[src/rtl/core/sbfm_pkg.sv]
// ----------------------------------------------------------------------------
// sbfm_pkg
// Shared widths, reset values and register indexes for the supply and
// blower fault monitor.
// ----------------------------------------------------------------------------
package sbfm_pkg;

    // converter sample and average width
    localparam int SAMPLE_BITS    = 10;
    // default samples per averaging group
    localparam int GROUP_SIZE     = 4;
    // debounce counter and debounce register width
    localparam int DEBOUNCE_BITS  = 8;
    // width of the tolerance window arithmetic (wraps like a 16-bit word)
    localparam int WRAP_BITS      = 16;

    // configuration channel
    localparam int CFG_INDEX_BITS = 3;
    localparam int CFG_DATA_BITS  = 10;

    // register reset values
    localparam logic [SAMPLE_BITS-1:0]   OVER_THRESHOLD_RST  = SAMPLE_BITS'(600);
    localparam logic [SAMPLE_BITS-1:0]   UNDER_THRESHOLD_RST = SAMPLE_BITS'(294);
    localparam logic [SAMPLE_BITS-1:0]   RECOVER_LOW_RST     = SAMPLE_BITS'(312);
    localparam logic [SAMPLE_BITS-1:0]   RECOVER_HIGH_RST    = SAMPLE_BITS'(581);
    localparam logic [DEBOUNCE_BITS-1:0] SUPPLY_DEBOUNCE_RST = DEBOUNCE_BITS'(250);
    localparam logic [DEBOUNCE_BITS-1:0] FAULT_DEBOUNCE_RST  = DEBOUNCE_BITS'(100);
    localparam logic [SAMPLE_BITS-1:0]   OFF_LEAK_LIMIT_RST  = SAMPLE_BITS'(15);
    localparam logic [SAMPLE_BITS-1:0]   FAN_TOLERANCE_RST   = SAMPLE_BITS'(20);

    // configuration register indexes
    typedef enum logic [CFG_INDEX_BITS-1:0] {
        REG_OVER_THRESHOLD  = 3'd0,
        REG_UNDER_THRESHOLD = 3'd1,
        REG_RECOVER_LOW     = 3'd2,
        REG_RECOVER_HIGH    = 3'd3,
        REG_SUPPLY_DEBOUNCE = 3'd4,
        REG_FAULT_DEBOUNCE  = 3'd5,
        REG_OFF_LEAK_LIMIT  = 3'd6,
        REG_FAN_TOLERANCE   = 3'd7
    } cfg_reg_t;

endpackage

[src/rtl/core/sbfm_sample_if.sv]
// ----------------------------------------------------------------------------
// sbfm_sample_if
// Sample channel: one supply, fan high and fan low sample plus fan command.
// ----------------------------------------------------------------------------
interface sbfm_sample_if;

    logic                             valid;
    logic                             ready;
    logic [sbfm_pkg::SAMPLE_BITS-1:0] supply_sample;
    logic [sbfm_pkg::SAMPLE_BITS-1:0] fan_high_sample;
    logic [sbfm_pkg::SAMPLE_BITS-1:0] fan_low_sample;
    logic                             fan_on;

    modport source (
        output valid,
        output supply_sample,
        output fan_high_sample,
        output fan_low_sample,
        output fan_on,
        input  ready
    );

    modport sink (
        input  valid,
        input  supply_sample,
        input  fan_high_sample,
        input  fan_low_sample,
        input  fan_on,
        output ready
    );

endinterface

[src/rtl/core/sbfm_result_if.sv]
// ----------------------------------------------------------------------------
// sbfm_result_if
// Result channel: group completion, latest averages and status flags.
// ----------------------------------------------------------------------------
interface sbfm_result_if;

    logic                             valid;
    logic                             ready;
    logic                             group_done;
    logic [sbfm_pkg::SAMPLE_BITS-1:0] supply_average;
    logic [sbfm_pkg::SAMPLE_BITS-1:0] fan_high_average;
    logic [sbfm_pkg::SAMPLE_BITS-1:0] fan_low_average;
    logic                             over_voltage;
    logic                             under_voltage;
    logic                             supply_error;
    logic                             blower_fault;

    modport source (
        output valid,
        output group_done,
        output supply_average,
        output fan_high_average,
        output fan_low_average,
        output over_voltage,
        output under_voltage,
        output supply_error,
        output blower_fault,
        input  ready
    );

    modport sink (
        input  valid,
        input  group_done,
        input  supply_average,
        input  fan_high_average,
        input  fan_low_average,
        input  over_voltage,
        input  under_voltage,
        input  supply_error,
        input  blower_fault,
        output ready
    );

endinterface

[src/rtl/core/sbfm_cfg_if.sv]
// ----------------------------------------------------------------------------
// sbfm_cfg_if
// Configuration write channel: register index and write data.
// ----------------------------------------------------------------------------
interface sbfm_cfg_if;

    logic                                valid;
    logic                                ready;
    logic [sbfm_pkg::CFG_INDEX_BITS-1:0] index;
    logic [sbfm_pkg::CFG_DATA_BITS-1:0]  data;

    modport source (
        output valid,
        output index,
        output data,
        input  ready
    );

    modport sink (
        input  valid,
        input  index,
        input  data,
        output ready
    );

endinterface

[src/rtl/core/supply_and_blower_fault_monitor.sv]
// ----------------------------------------------------------------------------
// supply_and_blower_fault_monitor
// Path: a sample transfer reaches its result through the input stage, then
//   the result register; throughput, unless the result channel stalls, is one
//   sample per cycle, set by the compute stage updating sums, counters and flags.
// Reset: registers take their default values, sums, averages and counters
//   clear, supply_error sets and the other flags clear; no clearing pass.
// ----------------------------------------------------------------------------
module supply_and_blower_fault_monitor #(
    parameter int GROUP_SIZE = sbfm_pkg::GROUP_SIZE
) (
    input  logic                 clk,
    input  logic                 rst_n,
    sbfm_sample_if.sink          samples,
    sbfm_result_if.source        results,
    sbfm_cfg_if.sink             cfg
);

    localparam int SB        = sbfm_pkg::SAMPLE_BITS;
    localparam int DB        = sbfm_pkg::DEBOUNCE_BITS;
    localparam int WB        = sbfm_pkg::WRAP_BITS;
    localparam int LOG_GROUP = $clog2(GROUP_SIZE);
    localparam int SLOT_BITS = (LOG_GROUP < 1) ? 1 : LOG_GROUP;
    localparam int SUM_BITS  = SB + LOG_GROUP;
    // reciprocal divide: floor(s / GROUP_SIZE) = (s * RECIP) >> SHIFT for all s
    localparam int SHIFT      = SUM_BITS + LOG_GROUP;
    localparam int RECIP_BITS = SUM_BITS + 1;
    localparam int PROD_BITS  = SUM_BITS + RECIP_BITS;
    localparam logic [RECIP_BITS-1:0] RECIP =
        RECIP_BITS'(((2 ** SHIFT) + GROUP_SIZE - 1) / GROUP_SIZE);
    localparam logic [SLOT_BITS-1:0]  LAST_SLOT = SLOT_BITS'(GROUP_SIZE - 1);
    localparam int NCH = 3;

    // configuration registers
    logic [SB-1:0] over_threshold_reg;
    logic [SB-1:0] under_threshold_reg;
    logic [SB-1:0] recover_low_reg;
    logic [SB-1:0] recover_high_reg;
    logic [DB-1:0] supply_debounce_reg;
    logic [DB-1:0] fault_debounce_reg;
    logic [SB-1:0] off_leak_limit_reg;
    logic [SB-1:0] fan_tolerance_reg;

    // input stage
    logic          stage_valid_reg, stage_valid_next;
    logic [SB-1:0] stage_sample_reg [NCH];
    logic          stage_fan_on_reg;
    logic          accept;
    logic          advance;

    // monitor state
    logic [SLOT_BITS-1:0] slot_reg, slot_next;
    logic [SUM_BITS-1:0]  sum_reg [NCH];
    logic [SUM_BITS-1:0]  sum_next [NCH];
    logic [SB-1:0]        avg_reg [NCH];
    logic [SB-1:0]        avg_next [NCH];
    logic [DB-1:0]        over_cnt_reg, over_cnt_next;
    logic [DB-1:0]        under_cnt_reg, under_cnt_next;
    logic [DB-1:0]        fault_cnt_reg, fault_cnt_next;
    logic                 over_flag_reg, over_flag_next;
    logic                 under_flag_reg, under_flag_next;
    logic                 error_flag_reg, error_flag_next;
    logic                 blower_flag_reg, blower_flag_next;

    // group arithmetic
    logic [SUM_BITS-1:0]  sum_full [NCH];
    logic [PROD_BITS-1:0] prod [NCH];
    logic [SB-1:0]        quot [NCH];
    logic                 close;

    // result register
    logic          res_valid_reg, res_valid_next;
    logic          res_done_reg;
    logic [SB-1:0] res_avg_reg [NCH];
    logic          res_over_reg;
    logic          res_under_reg;
    logic          res_error_reg;
    logic          res_blower_reg;

    // handshakes
    assign advance       = stage_valid_reg && (!res_valid_reg || results.ready);
    assign samples.ready = !stage_valid_reg || advance;
    assign accept        = samples.valid && samples.ready;
    assign cfg.ready     = 1'b1;

    // configuration writes
    always_ff @(posedge clk or negedge rst_n)
    begin
        if (!rst_n)
        begin
            over_threshold_reg  <= sbfm_pkg::OVER_THRESHOLD_RST;
            under_threshold_reg <= sbfm_pkg::UNDER_THRESHOLD_RST;
            recover_low_reg     <= sbfm_pkg::RECOVER_LOW_RST;
            recover_high_reg    <= sbfm_pkg::RECOVER_HIGH_RST;
            supply_debounce_reg <= sbfm_pkg::SUPPLY_DEBOUNCE_RST;
            fault_debounce_reg  <= sbfm_pkg::FAULT_DEBOUNCE_RST;
            off_leak_limit_reg  <= sbfm_pkg::OFF_LEAK_LIMIT_RST;
            fan_tolerance_reg   <= sbfm_pkg::FAN_TOLERANCE_RST;
        end
        else if (cfg.valid)
        begin
            case (sbfm_pkg::cfg_reg_t'(cfg.index))
                sbfm_pkg::REG_OVER_THRESHOLD:  over_threshold_reg  <= cfg.data[SB-1:0];
                sbfm_pkg::REG_UNDER_THRESHOLD: under_threshold_reg <= cfg.data[SB-1:0];
                sbfm_pkg::REG_RECOVER_LOW:     recover_low_reg     <= cfg.data[SB-1:0];
                sbfm_pkg::REG_RECOVER_HIGH:    recover_high_reg    <= cfg.data[SB-1:0];
                sbfm_pkg::REG_SUPPLY_DEBOUNCE: supply_debounce_reg <= cfg.data[DB-1:0];
                sbfm_pkg::REG_FAULT_DEBOUNCE:  fault_debounce_reg  <= cfg.data[DB-1:0];
                sbfm_pkg::REG_OFF_LEAK_LIMIT:  off_leak_limit_reg  <= cfg.data[SB-1:0];
                sbfm_pkg::REG_FAN_TOLERANCE:   fan_tolerance_reg   <= cfg.data[SB-1:0];
                default:
                begin
                end
            endcase
        end
    end

    // input stage control
    always_comb
    begin
        stage_valid_next = stage_valid_reg;
        if (accept)
            stage_valid_next = 1'b1;
        else if (advance)
            stage_valid_next = 1'b0;
    end

    always_ff @(posedge clk or negedge rst_n)
    begin
        if (!rst_n)
            stage_valid_reg <= 1'b0;
        else
            stage_valid_reg <= stage_valid_next;
    end

    // input stage payload
    always_ff @(posedge clk)
    begin
        if (accept)
        begin
            stage_sample_reg[0] <= samples.supply_sample;
            stage_sample_reg[1] <= samples.fan_high_sample;
            stage_sample_reg[2] <= samples.fan_low_sample;
            stage_fan_on_reg    <= samples.fan_on;
        end
    end

    // running sums and group averages by reciprocal multiply
    always_comb
    begin
        close = (slot_reg == LAST_SLOT);
        for (int c = 0; c < NCH; c++)
        begin
            sum_full[c] = sum_reg[c] + SUM_BITS'(stage_sample_reg[c]);
            prod[c]     = PROD_BITS'(sum_full[c]) * PROD_BITS'(RECIP);
            quot[c]     = prod[c][SHIFT +: SB];
        end
    end

    // state update for one sample
    always_comb
    begin
        logic [DB-1:0] over_inc;
        logic [DB-1:0] under_inc;
        logic [DB-1:0] fault_inc;
        logic [SB-1:0] sup;
        logic [SB-1:0] hi;
        logic [SB-1:0] lo;
        logic [WB-1:0] upper;
        logic [WB-1:0] lower;
        logic          fault;

        slot_next        = slot_reg;
        over_cnt_next    = over_cnt_reg;
        under_cnt_next   = under_cnt_reg;
        fault_cnt_next   = fault_cnt_reg;
        over_flag_next   = over_flag_reg;
        under_flag_next  = under_flag_reg;
        error_flag_next  = error_flag_reg;
        blower_flag_next = blower_flag_reg;
        for (int c = 0; c < NCH; c++)
        begin
            sum_next[c] = sum_reg[c];
            avg_next[c] = avg_reg[c];
        end

        sup       = quot[0];
        hi        = quot[1];
        lo        = quot[2];
        over_inc  = over_cnt_reg + DB'(1);
        under_inc = under_cnt_reg + DB'(1);
        fault_inc = fault_cnt_reg + DB'(1);
        upper     = WB'(sup) + WB'(fan_tolerance_reg);
        lower     = WB'(sup) - WB'(fan_tolerance_reg);
        fault     = 1'b0;

        if (advance)
        begin
            if (!close)
            begin
                slot_next = slot_reg + SLOT_BITS'(1);
                for (int c = 0; c < NCH; c++)
                    sum_next[c] = sum_full[c];
            end
            else
            begin
                slot_next = '0;
                for (int c = 0; c < NCH; c++)
                begin
                    sum_next[c] = '0;
                    avg_next[c] = quot[c];
                end

                // supply classification with debounce and recovery band
                if (sup > over_threshold_reg)
                begin
                    over_cnt_next = over_inc;
                    if (over_inc >= supply_debounce_reg)
                    begin
                        over_cnt_next   = '0;
                        over_flag_next  = 1'b1;
                        under_flag_next = 1'b0;
                        error_flag_next = 1'b1;
                    end
                end
                else if (sup < under_threshold_reg)
                begin
                    under_cnt_next = under_inc;
                    if (under_inc >= supply_debounce_reg)
                    begin
                        under_cnt_next  = '0;
                        under_flag_next = 1'b1;
                        over_flag_next  = 1'b0;
                        error_flag_next = 1'b1;
                    end
                end
                else if (sup > recover_low_reg && sup < recover_high_reg)
                begin
                    over_flag_next  = 1'b0;
                    under_flag_next = 1'b0;
                    error_flag_next = 1'b0;
                    over_cnt_next   = '0;
                    under_cnt_next  = '0;
                end

                // blower feedback check, only with a good supply
                if (!error_flag_next)
                begin
                    if (!stage_fan_on_reg)
                        fault = (hi >= off_leak_limit_reg) || (lo >= off_leak_limit_reg);
                    else
                        fault = (WB'(hi) >= upper) || (WB'(hi) <= lower)
                             || (WB'(lo) >= lower);

                    if (fault)
                    begin
                        fault_cnt_next = fault_inc;
                        if (fault_inc >= fault_debounce_reg)
                        begin
                            fault_cnt_next   = '0;
                            blower_flag_next = 1'b1;
                        end
                    end
                    else
                    begin
                        fault_cnt_next   = '0;
                        blower_flag_next = 1'b0;
                    end
                end
            end
        end
    end

    // monitor state registers
    always_ff @(posedge clk or negedge rst_n)
    begin
        if (!rst_n)
        begin
            slot_reg        <= '0;
            over_cnt_reg    <= '0;
            under_cnt_reg   <= '0;
            fault_cnt_reg   <= '0;
            over_flag_reg   <= 1'b0;
            under_flag_reg  <= 1'b0;
            error_flag_reg  <= 1'b1;
            blower_flag_reg <= 1'b0;
            for (int c = 0; c < NCH; c++)
            begin
                sum_reg[c] <= '0;
                avg_reg[c] <= '0;
            end
        end
        else
        begin
            slot_reg        <= slot_next;
            over_cnt_reg    <= over_cnt_next;
            under_cnt_reg   <= under_cnt_next;
            fault_cnt_reg   <= fault_cnt_next;
            over_flag_reg   <= over_flag_next;
            under_flag_reg  <= under_flag_next;
            error_flag_reg  <= error_flag_next;
            blower_flag_reg <= blower_flag_next;
            for (int c = 0; c < NCH; c++)
            begin
                sum_reg[c] <= sum_next[c];
                avg_reg[c] <= avg_next[c];
            end
        end
    end

    // result register control
    always_comb
    begin
        res_valid_next = res_valid_reg;
        if (advance)
            res_valid_next = 1'b1;
        else if (results.ready)
            res_valid_next = 1'b0;
    end

    always_ff @(posedge clk or negedge rst_n)
    begin
        if (!rst_n)
            res_valid_reg <= 1'b0;
        else
            res_valid_reg <= res_valid_next;
    end

    // result payload, loaded with the post-update state
    always_ff @(posedge clk)
    begin
        if (advance)
        begin
            res_done_reg   <= close;
            res_over_reg   <= over_flag_next;
            res_under_reg  <= under_flag_next;
            res_error_reg  <= error_flag_next;
            res_blower_reg <= blower_flag_next;
            for (int c = 0; c < NCH; c++)
                res_avg_reg[c] <= avg_next[c];
        end
    end

    // result transfer outputs
    assign results.valid            = res_valid_reg;
    assign results.group_done       = res_done_reg;
    assign results.supply_average   = res_avg_reg[0];
    assign results.fan_high_average = res_avg_reg[1];
    assign results.fan_low_average  = res_avg_reg[2];
    assign results.over_voltage     = res_over_reg;
    assign results.under_voltage    = res_under_reg;
    assign results.supply_error     = res_error_reg;
    assign results.blower_fault     = res_blower_reg;

endmodule
[src/flat_wrapper.sv]
// flat-port wrapper written by rule: the top's interface ports become plain ports
module supply_and_blower_fault_monitor_flat 
#(
    parameter int GROUP_SIZE = sbfm_pkg::GROUP_SIZE
)
  (clk, rst_n, samples_valid, samples_supply_sample, samples_fan_high_sample, samples_fan_low_sample, samples_fan_on, samples_ready, results_valid, results_group_done, results_supply_average, results_fan_high_average, results_fan_low_average, results_over_voltage, results_under_voltage, results_supply_error, results_blower_fault, results_ready, cfg_valid, cfg_index, cfg_data, cfg_ready);
  sbfm_sample_if samples_i ();
  sbfm_result_if results_i ();
  sbfm_cfg_if cfg_i ();
  input  logic clk;
  input  logic rst_n;
  input wire logic [$bits(samples_i.valid)-1:0] samples_valid;
  input wire logic [$bits(samples_i.supply_sample)-1:0] samples_supply_sample;
  input wire logic [$bits(samples_i.fan_high_sample)-1:0] samples_fan_high_sample;
  input wire logic [$bits(samples_i.fan_low_sample)-1:0] samples_fan_low_sample;
  input wire logic [$bits(samples_i.fan_on)-1:0] samples_fan_on;
  output wire logic [$bits(samples_i.ready)-1:0] samples_ready;
  output wire logic [$bits(results_i.valid)-1:0] results_valid;
  output wire logic [$bits(results_i.group_done)-1:0] results_group_done;
  output wire logic [$bits(results_i.supply_average)-1:0] results_supply_average;
  output wire logic [$bits(results_i.fan_high_average)-1:0] results_fan_high_average;
  output wire logic [$bits(results_i.fan_low_average)-1:0] results_fan_low_average;
  output wire logic [$bits(results_i.over_voltage)-1:0] results_over_voltage;
  output wire logic [$bits(results_i.under_voltage)-1:0] results_under_voltage;
  output wire logic [$bits(results_i.supply_error)-1:0] results_supply_error;
  output wire logic [$bits(results_i.blower_fault)-1:0] results_blower_fault;
  input wire logic [$bits(results_i.ready)-1:0] results_ready;
  input wire logic [$bits(cfg_i.valid)-1:0] cfg_valid;
  input wire logic [$bits(cfg_i.index)-1:0] cfg_index;
  input wire logic [$bits(cfg_i.data)-1:0] cfg_data;
  output wire logic [$bits(cfg_i.ready)-1:0] cfg_ready;
  assign samples_i.valid = samples_valid;
  assign samples_i.supply_sample = samples_supply_sample;
  assign samples_i.fan_high_sample = samples_fan_high_sample;
  assign samples_i.fan_low_sample = samples_fan_low_sample;
  assign samples_i.fan_on = samples_fan_on;
  assign samples_ready = samples_i.ready;
  assign results_valid = results_i.valid;
  assign results_group_done = results_i.group_done;
  assign results_supply_average = results_i.supply_average;
  assign results_fan_high_average = results_i.fan_high_average;
  assign results_fan_low_average = results_i.fan_low_average;
  assign results_over_voltage = results_i.over_voltage;
  assign results_under_voltage = results_i.under_voltage;
  assign results_supply_error = results_i.supply_error;
  assign results_blower_fault = results_i.blower_fault;
  assign results_i.ready = results_ready;
  assign cfg_i.valid = cfg_valid;
  assign cfg_i.index = cfg_index;
  assign cfg_i.data = cfg_data;
  assign cfg_ready = cfg_i.ready;
  supply_and_blower_fault_monitor #(.GROUP_SIZE(GROUP_SIZE)) u_core (.clk(clk), .rst_n(rst_n), .samples(samples_i), .results(results_i), .cfg(cfg_i));
endmodule
[config.mk]
export PLATFORM = sky130hd
export DESIGN_NAME = supply_and_blower_fault_monitor_flat
export DESIGN_NICKNAME = d
export VERILOG_FILES = /design/src/rtl/core/sbfm_pkg.sv /design/src/rtl/core/sbfm_sample_if.sv /design/src/rtl/core/sbfm_result_if.sv /design/src/rtl/core/sbfm_cfg_if.sv /design/src/rtl/core/supply_and_blower_fault_monitor.sv /design/src/flat_wrapper.sv
export SDC_FILE = /design/constraint.sdc
export NUM_CORES = 1
export LEC_CHECK = 0
export ABC_AREA = 1
export ABC_CLOCK_PERIOD_IN_PS = 10260
export BUFFER_PORTS_ARGS = -buffer_cell sky130_fd_sc_hd__buf_2
export CAP_MARGIN = 5
export CORE_ASPECT_RATIO = 1.4
export CORE_MARGIN = 4
export CORE_UTILIZATION = 40
export DETAILED_ROUTE_END_ITERATION = 12
export PLACE_DENSITY = 0.67
export SLEW_MARGIN = 25
export SYNTH_ARGS = -nofsm -noshare
export SYNTH_HDL_FRONTEND = slang
export SYNTH_SLANG_ARGS = --single-unit
[constraint.sdc]
create_clock -name clk -period 10.26 [get_ports clk]
set_clock_uncertainty 0.2 [all_clocks]
set_input_delay 0.513 -clock clk [delete_from_list [all_inputs] [get_ports clk]]
set_output_delay 0.513 -clock clk [all_outputs]
set_load 0.1 [all_outputs]
==> flow_results.org, run 1 <==
** Floorplan
- Die Footprint :: 38700 sq um
- The floorplan step set the die height to about 230 um.
- Initial Util :: 40.6%
- slightly below 90 I/O pins were placed.
- Row generation in the floorplan step produced between 80 and 90 rows.
- In this run the standard cell core region covers about 35000 sq um.
- The die is around 170 um wide.

** Critical path
- Library cell contributing the largest single delay on the critical path :: sky130_fd_sc_hd__xor2_1
- Maximum fanout encountered on the critical timing path :: 12
- Slowest stage delay, CP :: roughly 0.54 ns
- Sort of element at the end of the critical path :: flop
- STA puts the critical path data required time at around 10 ns.
- The critical path in this run is classified as flop to flop.
- R2r setup slk :: 4.99 ns
- Most Frequent Cell on Critical Path :: sky130_fd_sc_hd__nand2_1
- Kind of launch point of the worst setup path :: flop
- Data arrival at the endpoint of the critical path :: approximately 5.4 ns

** Timing
- Subtracting the final worst setup slack from the clock period gives roughly 5.3 ns.
- Fin crit share :: roughly half
- Setup TNS Final :: 0 ns
- The worst pin sits at a relative slew slack of a little under a third.
- Hold is met by 0.0109 ns.
- The number of pins with negative max-slew slack in the final report is 0.
- Measured slew at the worst slew-check pin :: 1.03 ns
- The count of final hold-check violations came to 0.
- Highest clock rate :: between 0.15 and 0.2 GHz
- Final number of setup-violating endpoints :: 0
- Setup repair after global routing left no endpoint under its margin.

** Cells and area
- Most frequent standard cell in the layout excluding fill and tap cells :: sky130_fd_sc_hd__nand2_1
- In the final layout, the share of cells above drive strength 1 is between 10% and 20%.
- Number of non-filler instances in the completed layout :: 2244
- Cells fill a little under half of the core in the end.
- The area growth from synthesis to layout is 15.2%.
- The final layout contains 1977 nets.
- Commonest cells after routing, fill and taps aside :: 416 x sky130_fd_sc_hd__nand2_1, 227 x sky130_fd_sc_hd__inv_1, 162 x sky130_fd_sc_hd__o21ai_0
- Largest register FFs :: 36

** Route
- The first detailed-routing pass ran for 6 iterations.
- Vias after detailed routing :: between 10000 and 15000
- Mean number of vias per cell :: 5.07
- Violation count after the first detailed-route iteration :: approximately 810
- In the routed design, unresolved DRC markers number 0.
- The detail route stage leaves a number of antenna-violating nets equal to 0.
- Post-detailed-routing wire length :: approximately 37 mm
- Dividing the detail-routed wire length by the instance count gives ~17 um.

** Synth
- After synthesis the netlist holds a flip-flop and latch count of 240.
- Sequential-to-total area share from yosys stat :: about 45%
- The cell count after synthesis came out at approximately 1600.
- The number of different library cells used by synthesis comes to 53.
- Yosys synthesis warning count :: 0
- Mean Syn Cell Area :: around 8.7 sq um
- Net Count, Synth :: approximately 1900
- Area of the mapped netlist :: roughly 14000 sq um

** Global routing
- Global-route wire length before repair :: between 50 and 60 mm
- The total overflow left after global routing is 0.
- The number of antenna violations at the first check in global routing was 0.
- Global routing consumed, over all layers together, roughly a fifth of the routing resources.
- Entering global routing, the biggest net connects 67 pins.
- The via count of the first global-routing pass is between 10000 and 15000.

** Place
- In this run the tool buffered the top-level ports with 85 buffer cells.
- The congestion estimate from routability-driven global placement came to around 0.94.
- Half-perimeter wire length after detailed placement :: around 28 mm
- Placed Instances :: ~2200

** Clock tree
- The clock passes through at most 3 buffers.
- Root buffer cell :: sky130_fd_sc_hd__clkbuf_16
- The clock reaches the later pin of the worst-skew pair after ~0.55 ns.
- Buffers inserted during clock tree synthesis total 27.
- Post-CTS clock slew at the launch and capture registers of the worst setup and hold paths :: roughly 0.060 ns
- Clock tree synthesis found a total of 240 sinks.
- TritonCTS built the clock tree.
- Clock H-tree levels :: 1

** Worst hold path
- Hold Crit Class :: input pin to flop

** Outcome
- Run status :: completed

** Job
- Number of violations of the max-capacitance limit :: 0
Yosys cell counts (all sizes together):
cell     instances  share of area, %
nand2          436                12
inv            233               6.1
o21ai          165               5.8
ha             157                14
dfrtp          142                25
a21oi           82               3.0
nand3           73               2.9
nor2            73               2.1
edfxtp          66                14
xor2            44               2.8
dfstp           32               5.9
clkbuf          27              0.71
nand4           20              0.88
nor3            12              0.42
a21o             7              0.37
a22o             7              0.43
o21a             7              0.37
o22ai            7              0.31
buf              6              0.28
a31oi            5              0.22
fa               5              0.70
o21bai           5              0.26
xnor2            5              0.31
nand3b           4              0.32
o211ai           4              0.21
nor4             3              0.13
o2111ai          3              0.18
a22oi            2              0.14
clkinv           2             0.053
mux2i            2              0.14
o31ai            2              0.11
a41oi            1             0.061
and2             1             0.044
conb             1             0.026
nor3b            1             0.053
o32ai            1             0.061
or2              1             0.044
worst paths after layout:
path                                              startpoint                           end  depth (start not counted)
worst max register to register            u_core.sum_reg[24]   u_core.results.blower_fault                         26
worst max-delay path                      u_core.sum_reg[24]   u_core.results.blower_fault                         26
max in group asynchronous                              rst_n        u_core.over_cnt_reg[3]                          3
worst min register to register  u_core.fault_debounce_reg[7]  u_core.fault_debounce_reg[7]                          2
worst min-delay path                             cfg_data[7]   u_core.fan_tolerance_reg[7]                          3
min in group asynchronous                              rst_n            u_core.sum_reg[20]                          2
per-layer routing:
layer | up-vias | track usage (%) | share of wire (%)
met3 | 91 | 1.95 | 2.9
met4 | 0 | 8.35 | 4.3
li1 | 5659 | - | -
met1 | 5437 | 20.9 | 39
met5 | - | 0 | 0
met2 | 193 | 36.4 | 53
worst max-delay path: cells and delay by family (launching register included):
kind | cells | cell delay (ns)
XOR/XNOR | 2 | 0.69
AO/OA/AOI/OAI | 8 | 1.13
AND/OR/NAND/NOR | 12 | 1.17
flip-flops | 1 | 0.38
adder cells (fa/ha/maj) | 4 | 1.43
logic make-up after synthesis:
group,share of synthesized area (%)
AO/OA/AOI/OAI,11.6
flip-flops,44.8
adder cells (fa/ha/maj),14.5
buffers and inverters,7.18
XOR/XNOR,3.12
AND/OR/NAND/NOR,18.7
other,0.0263
multiplexers,0.141
stage by stage:
step / area [sq um] / setup slack [ns]
2_1_floorplan: 14200 / 5.77
3_3_place_gp: 15200 / 5.12
3_5_place_dp: 15200 / 5.00
4_1_cts: 16400 / 4.98
5_1_grt: 16400 / 4.66
6_report: 16400 / 4.99
layout make-up:
cell class                      count  area, sq um
Sequential cell                   240         6380
Timing Repair Buffer              126          827
Clock inverter                     13          104
Multi-Input combinational cell   1136         6870
Fill cell                        3391        18700
Antenna cell                        1         2.50
Inverter                          235          882
Clock buffer                       37          785
Tap cell                          456          571
timing repair:
action / in CTS / in global routing
hold buffers: 35 / 0
hold endpoints to repair: 89 / 0
buffers inserted: 0 / 0
gates resized for setup: 0 / 0
Power of run 1 is left out: the tool's default activity adds up to more than one toggle a clock period on the data nets, which glitch-free logic cannot reach.
==> inputs of run 2 (changes only) <==
--- a/config.mk
+++ b/config.mk
@@ -6,14 +6,14 @@
 export NUM_CORES = 1
 export LEC_CHECK = 0
 export ABC_AREA = 1
-export ABC_CLOCK_PERIOD_IN_PS = 10260
+export ABC_CLOCK_PERIOD_IN_PS = 4300
 export BUFFER_PORTS_ARGS = -buffer_cell sky130_fd_sc_hd__buf_2
 export CAP_MARGIN = 5
 export CORE_ASPECT_RATIO = 1.4
 export CORE_MARGIN = 4
 export CORE_UTILIZATION = 40
 export DETAILED_ROUTE_END_ITERATION = 12
-export PLACE_DENSITY = 0.67
+export PLACE_DENSITY = 0.69
 export SLEW_MARGIN = 25
 export SYNTH_ARGS = -nofsm -noshare
 export SYNTH_HDL_FRONTEND = slang
==> constraint.sdc (replaced) <==
create_clock -name clk -period 4.3 [get_ports clk]
set_clock_uncertainty 0.2 [all_clocks]
set_input_delay 0.215 -clock clk [delete_from_list [all_inputs] [get_ports clk]]
set_output_delay 0.215 -clock clk [all_outputs]
set_load 0.1 [all_outputs]
==> flow_results.org, run 2 (synthesized netlist as in run 1, its figures left out) <==
** Outcome
- Run status :: finished, violations left
- The final reports fail on setup timing.

** Place
- Half-perimeter wire length after detailed placement :: approximately 29 mm
- Port Buf Inserts :: 85
- The placed instances occupy a cell area of between 15000 and 20000 sq um.
- Gpl congestion :: between 0.9 and 1

** Cells and area
- The library cell used most frequently in the layout, excluding fill and tap cells, is sky130_fd_sc_hd__nand2_1.
- The final layout contains 2076 nets.
- Antenna diodes :: 0
- From synthesis to final layout, the design area changed by 23.4%.
- The register with the most flip-flops in the layout has 36 of them.
- Post-route cell area :: 17600 sq um
- Leaving out fill and tap cells, the most frequent cells in the layout are 407 x sky130_fd_sc_hd__nand2_1, 222 x sky130_fd_sc_hd__inv_1, 149 x sky130_fd_sc_hd__ha_1.
- In the final layout, the share of cells above drive strength 1 is just under 20%.

** Clock tree
- The clock passes through at most 3 buffers.
- CTS buffer count :: 27
- Num Clock Sinks :: between 200 and 250
- Post-CTS clock slew at the launch and capture registers of the worst setup and hold paths :: around 0.07 ns
- TritonCTS built the clock tree.
- Skew-Pair Late Insertion Delay :: around 0.55 ns
- Clock H-tree levels :: 1
- The tree is rooted in a sky130_fd_sc_hd__clkbuf_16.

** Global routing
- The first global-routing pass estimated just over 60 mm of wire.
- The total overflow left after global routing is 0.
- Gr usage total :: roughly 19%
- The via count of the first global-routing pass came to between 10000 and 15000.
- Pin count of the biggest net entering global routing :: 100
- The number of antenna violations at the first check in global routing is 0.

** Critical path
- The worst setup path is of the flop to flop kind.
- The worst setup path is launched from a flop.
- Among all stages on the critical path, the largest delay is contributed by sky130_fd_sc_hd__dfrtp_1.
- Of all nets on the critical path, the largest fanout is 6.
- Sort of element at the end of the critical path :: flop
- Data arrival at the endpoint of the critical path :: roughly 4.7 ns
- Critical Path RT :: 4.54 ns
- The cell that appears most often on the critical path is sky130_fd_sc_hd__nand2_1.
- Slowest stage delay, CP :: around 0.40 ns

** Route
- In the routed design, unresolved DRC markers number 0.
- In the final routed layout, each cell accounts on average for approximately 16 um.
- In the routed layout, each cell is associated on average with a via count of 5.07.
- In this run the remaining antenna-violating nets after routing total 0.
- After the first detailed-routing iteration, the DRC count stood at 639.
- After detailed routing, the total wire length is about 38 mm.
- The first detailed-routing pass ran for 5 iterations.
- The detailed router placed ~12000 vias in this run.

** Timing
- The number of pins with negative max-slew slack in the final report came to 0.
- Measured against its own limit, the worst slew margin works out to 31.0%.
- After layout, the worst path uses 104% of the clock period.
- The routed design could run at a clock period as short as around 4.5 ns.
- At the pin with the least slew margin, the transition time is ~1.0 ns.
- Final setup slack of the worst path :: -0.166 ns
- The count of final hold-check violations is 0.
- Setup repair after global routing could not meet its margin everywhere.
- Based on the critical path, the design can be clocked at up to between 0.2 and 0.25 GHz.
- Final number of setup-violating endpoints :: 28

** Floorplan
- Placeable core region :: about 35000 sq um
- Die Footprint :: ~39000 sq um
- The initial utilization of the core area, before any placement, comes to roughly two fifths.
- During I/O placement, the number of pins put on the boundary was 87.
- Measured along the x axis, the die boundary spans about 170 um.
- Total number of placement rows :: 81
- In this run the vertical extent of the chip is between 200 and 250 um.

** Job
- Number of violations of the max-capacitance limit :: 0

** Worst hold path
- Hold Crit Class :: input pin to flop
==> run 2: path summary, 6_finish.rpt <==
| check | startpoint | to | slack, ns | depth (start not counted) |
|---|---|---|---|---|
| worst min register to register | u_core.avg_reg[29] | u_core.avg_reg[29] | 0.28 | 2 |
| worst max register to register | u_core.sum_reg[24] | u_core.fault_cnt_reg[5] | -0.17 | 29 |
| min in group asynchronous | rst_n | u_core.sum_reg[20] | 0.09 | 2 |
| worst min-delay path | cfg_index[1] | u_core.fan_tolerance_reg[2] | 0.01 | 5 |
| worst max-delay path | u_core.sum_reg[24] | u_core.fault_cnt_reg[5] | -0.17 | 29 |
| max in group asynchronous | rst_n | u_core.under_threshold_reg[2] | 2.76 | 3 |
==> run 2: area by class of cell <==
class	count	area, sq um
timing repair buffer	225	1670
tap	456	571
clock buffer	35	757
sequential	240	6380
fill	3278	17500
clock inverter	14	136
multi-input combinational	1136	7180
inverter	235	885
==> run 2: worst max-delay path: cells and delay by family (launching register included) <==
| kind | cells | cell delay (ns) |
|---|---|---|
| AOI/OAI and AO/OA | 7 | 0.87 |
| xor gates and xnor gates | 2 | 0.34 |
| adders and majority gates | 4 | 1.15 |
| buffers and inverters | 3 | 0.32 |
| DFF | 1 | 0.40 |
| and+or+nand+nor | 13 | 1.09 |
==> run 2: layer usage <==
metal | part of all wire (%) | GRT usage [%] | wire (um) | up-vias
met5 | 0 | 0 | 0 | -
met4 | 4.8 | 8.50 | 1830 | 0
met3 | 2.9 | 1.77 | 1110 | 80
met2 | 54 | 37.9 | 20700 | 226
met1 | 38 | 21.2 | 14700 | 5700
li1 | - | - | - | 5852
==> run 2: repair_timing <==
item | in CTS | in global routing
setup buffers | 12 | 6
setup endpoints to repair | 32 | 32
pin swaps | 29 | 34
cloned | 0 | 1
hold buffers | 47 | 0
endpoints found under the hold margin | 147 | 0
resized for setup | 48 | 41
==> run 2: stage by stage <==
stage	cells	TNS [ns]	setup slack (ns)	util, %	hold WS (ns)
after floorplan	1644	0	0.00369	-	-0.281
after global placement	2226	-5.41	-0.292	44.8	0.104
after detailed placement	2226	-7.16	-0.301	44.8	0.107
after CTS	2334	-0.142	-0.0352	49.6	0.0101
after global routing	2341	-7.52	-0.364	50.1	0.0413
final	2341	-2.27	-0.166	50.1	0.0129
Power of run 2 is left out for the same reason.
==> inputs of run 3 (changes only) <==
--- a/config.mk
+++ b/config.mk
@@ -13,6 +13,7 @@
 export CORE_MARGIN = 4
 export CORE_UTILIZATION = 40
 export DETAILED_ROUTE_END_ITERATION = 12
+export GPL_TIMING_DRIVEN = 0
 export PLACE_DENSITY = 0.69
 export SLEW_MARGIN = 25
 export SYNTH_ARGS = -nofsm -noshare
==> flow_results.org, run 3 (synthesized netlist as in run 1, its figures left out) <==
** Cells and area
- Largest register FFs :: 36
- The library cell used most frequently in the layout, excluding fill and tap cells, is sky130_fd_sc_hd__nand2_1.
- Post-layout nets :: just over 2000
- In the layout the commonest cells are 388 x sky130_fd_sc_hd__nand2_1, 217 x sky130_fd_sc_hd__inv_1, 145 x sky130_fd_sc_hd__o21ai_0.
- Of the cells placed in the final design, the portion with a size suffix greater than 1 is between 20% and 30%.
- Compared with the post-synthesis result, the final layout area differs by 25.2%.
- The layout has 3263 filler cells.
- Antenna diodes :: 0

** Floorplan
- The core region is about 35000 sq um.
- I/O pins :: 87
- Die Footprint :: just under 40000 sq um
- The initialized floorplan defines between 80 and 90 standard-cell rows.
- From left edge to right edge, the die measures approximately 170 um.
- Chip Height :: roughly 230 um
- Once the floorplan was initialized, standard cells occupied between 40% and 50% of the core.

** Clock tree
- Skew-Pair Late Insertion Delay :: around 0.55 ns
- The clock net in this run drives a total of 240 sinks.
- Post-CTS clock slew at the launch and capture registers of the worst setup and hold paths :: about 0.060 ns
- Counting along the longest clock path gives a buffer depth of 3.
- TritonCTS built the clock tree.
- Clock H-tree levels :: 1
- In this run the clock root is driven by a sky130_fd_sc_hd__clkbuf_16.
- CTS buffer count :: 25

** Route
- Total DRC errors in the routed layout :: 0
- Dividing the detail-routed via count by the number of cells gives 5.16.
- Post-DRT Antenna Nets :: 0
- Wires add up to about 40 mm.
- Vias after detailed routing :: approximately 12000
- Dividing the detail-routed wire length by the instance count gives roughly 17 um.
- After the first detailed-routing iteration, the DRC count stood at between 700 and 800.
- First-pass iteration count of the detailed router :: 5

** Critical path
- The critical path is of the flop to flop type.
- Library cell contributing the largest single delay on the critical path :: sky130_fd_sc_hd__edfxtp_1
- On the worst path, the slowest cell contributes a delay of 0.42 ns.
- STA puts the critical path data required time at 4.52 ns.
- Kind of launch point of the worst setup path :: flop
- The most critical setup path has its startpoint at u_core.stage_sample_reg[0][3].
- Launch point of the worst reg-to-reg path :: u_core.stage_sample_reg[0][3]
- Of all nets on the critical path, the largest fanout is 4.
- By instance count, the cell type seen most on the critical path is sky130_fd_sc_hd__a21oi_2.
- STA classifies the critical path endpoint as a flop.
- Data arrival at the endpoint of the critical path :: 4.73 ns

** Timing
- Measured slew at the worst slew-check pin :: about 0.83 ns
- The number of pins with negative max-slew slack in the final report came to 0.
- Fin crit share :: 105%
- Highest clock rate :: about 0.22 GHz
- Number of hold violations in the final report :: 0
- Slew Limit Headroom :: between 40 and 50%
- Setup TNS Final :: -2.06 ns
- Once routing completed, OpenROAD measured the worst setup slack at -0.203 ns.
- Setup repair after global routing could not meet its margin everywhere.
- Setup violations remaining at the end of the flow were counted as 23.
- After layout, the minimum clock period comes to around 4.5 ns.

** Outcome
- The final reports fail on setup timing.
- The flow ran to the end, but the final reports show violations.

** Place
- The count of buffers added on input and output ports is 85.
- Half-perimeter wire length after detailed placement :: roughly 28 mm
- Gpl congestion :: 0.937

** Job
- The tool flagged a number of max-cap violations equal to 0.

** Global routing
- Global-route wire length before repair :: ~64 mm
- Global routing consumed, over all layers together, slightly above 20% of the routing resources.
- Grt ovf :: 0
- Entering global routing, the biggest net connects between 70 and 80 pins.
- The number of antenna violations at the first check in global routing was 0.
- The via count of the first global-routing pass is ~12000.

** Worst hold path
- In this run the most critical hold path is launched from cfg_index[2].
- Hold Crit Class :: input pin to flop
## run 3: path summary, 6_finish.rpt
path / cells past startpoint / slack, ns / end
worst max register to register: 27 / -0.20 / u_core.fault_cnt_reg[2]
worst max-delay path: 27 / -0.20 / u_core.fault_cnt_reg[2]
worst min register to register: 2 / 0.29 / u_core.recover_low_reg[7]
min in group asynchronous: 3 / 0.45 / u_core.avg_reg[1]
max in group asynchronous: 5 / 2.46 / u_core.error_flag_reg
worst min-delay path: 6 / 0.03 / u_core.fault_debounce_reg[5]
## run 3: per-stage QoR
stage | utilization [%] | area [sq um] | instances | hold WS [ns] | setup WS, ns
after global placement | 43.5 | 15300 | 2185 | 0.192 | -1.05
final | 50.9 | 17800 | 2332 | 0.0321 | -0.203
after global routing | 50.9 | 17800 | 2332 | 0.0775 | -0.464
after floorplan | - | 14300 | 1644 | -0.281 | 0.00369
after CTS | 49.6 | 17400 | 2322 | 0.0171 | -0.195
after detailed placement | 43.8 | 15400 | 2188 | -0.0396 | -1.05
## run 3: what timing repair did
item | in CTS | in global routing
hold buffers | 49 | 0
cloned | 1 | 1
gates resized for setup | 88 | 102
setup endpoints to repair | 32 | 32
setup buffers | 38 | 13
hold endpoints to repair | 169 | 0
pin swaps | 39 | 54
## run 3: area by class of cell
cell class | instances | area, sq um | area share, %
clock inverter | 17 | 130 | 0.730
multi-input combinational | 1137 | 7580 | 42.5
sequential | 240 | 6380 | 35.7
tap | 456 | 571 | 3.20
timing repair buffer | 186 | 1480 | 8.27
clock buffer | 29 | 651 | 3.65
buffer | 32 | 154 | 0.863
inverter | 235 | 898 | 5.04
## run 3: metal layers
metal | GRT usage [%] | vias to the layer above | wire length, um | share of wire, %
li1 | - | 5840 | - | -
met3 | 2.22 | 118 | 1370 | 3.4
met4 | 10.8 | 0 | 2610 | 6.5
met1 | 22.3 | 5788 | 14900 | 37
met5 | 0 | - | 0 | 0
met2 | 38.8 | 281 | 21400 | 53
## run 3: worst max-delay path, delay by kind of cell, from the launching register on
kind                       cells  cell delay (ns)
buffers and inverters          6             0.67
adders and majority gates      3             0.98
and+or+nand+nor                8             0.75
AOI/OAI and AO/OA              8             1.03
DFF                            1             0.42
xor gates and xnor gates       2             0.33
Power of run 3 is left out for the same reason.
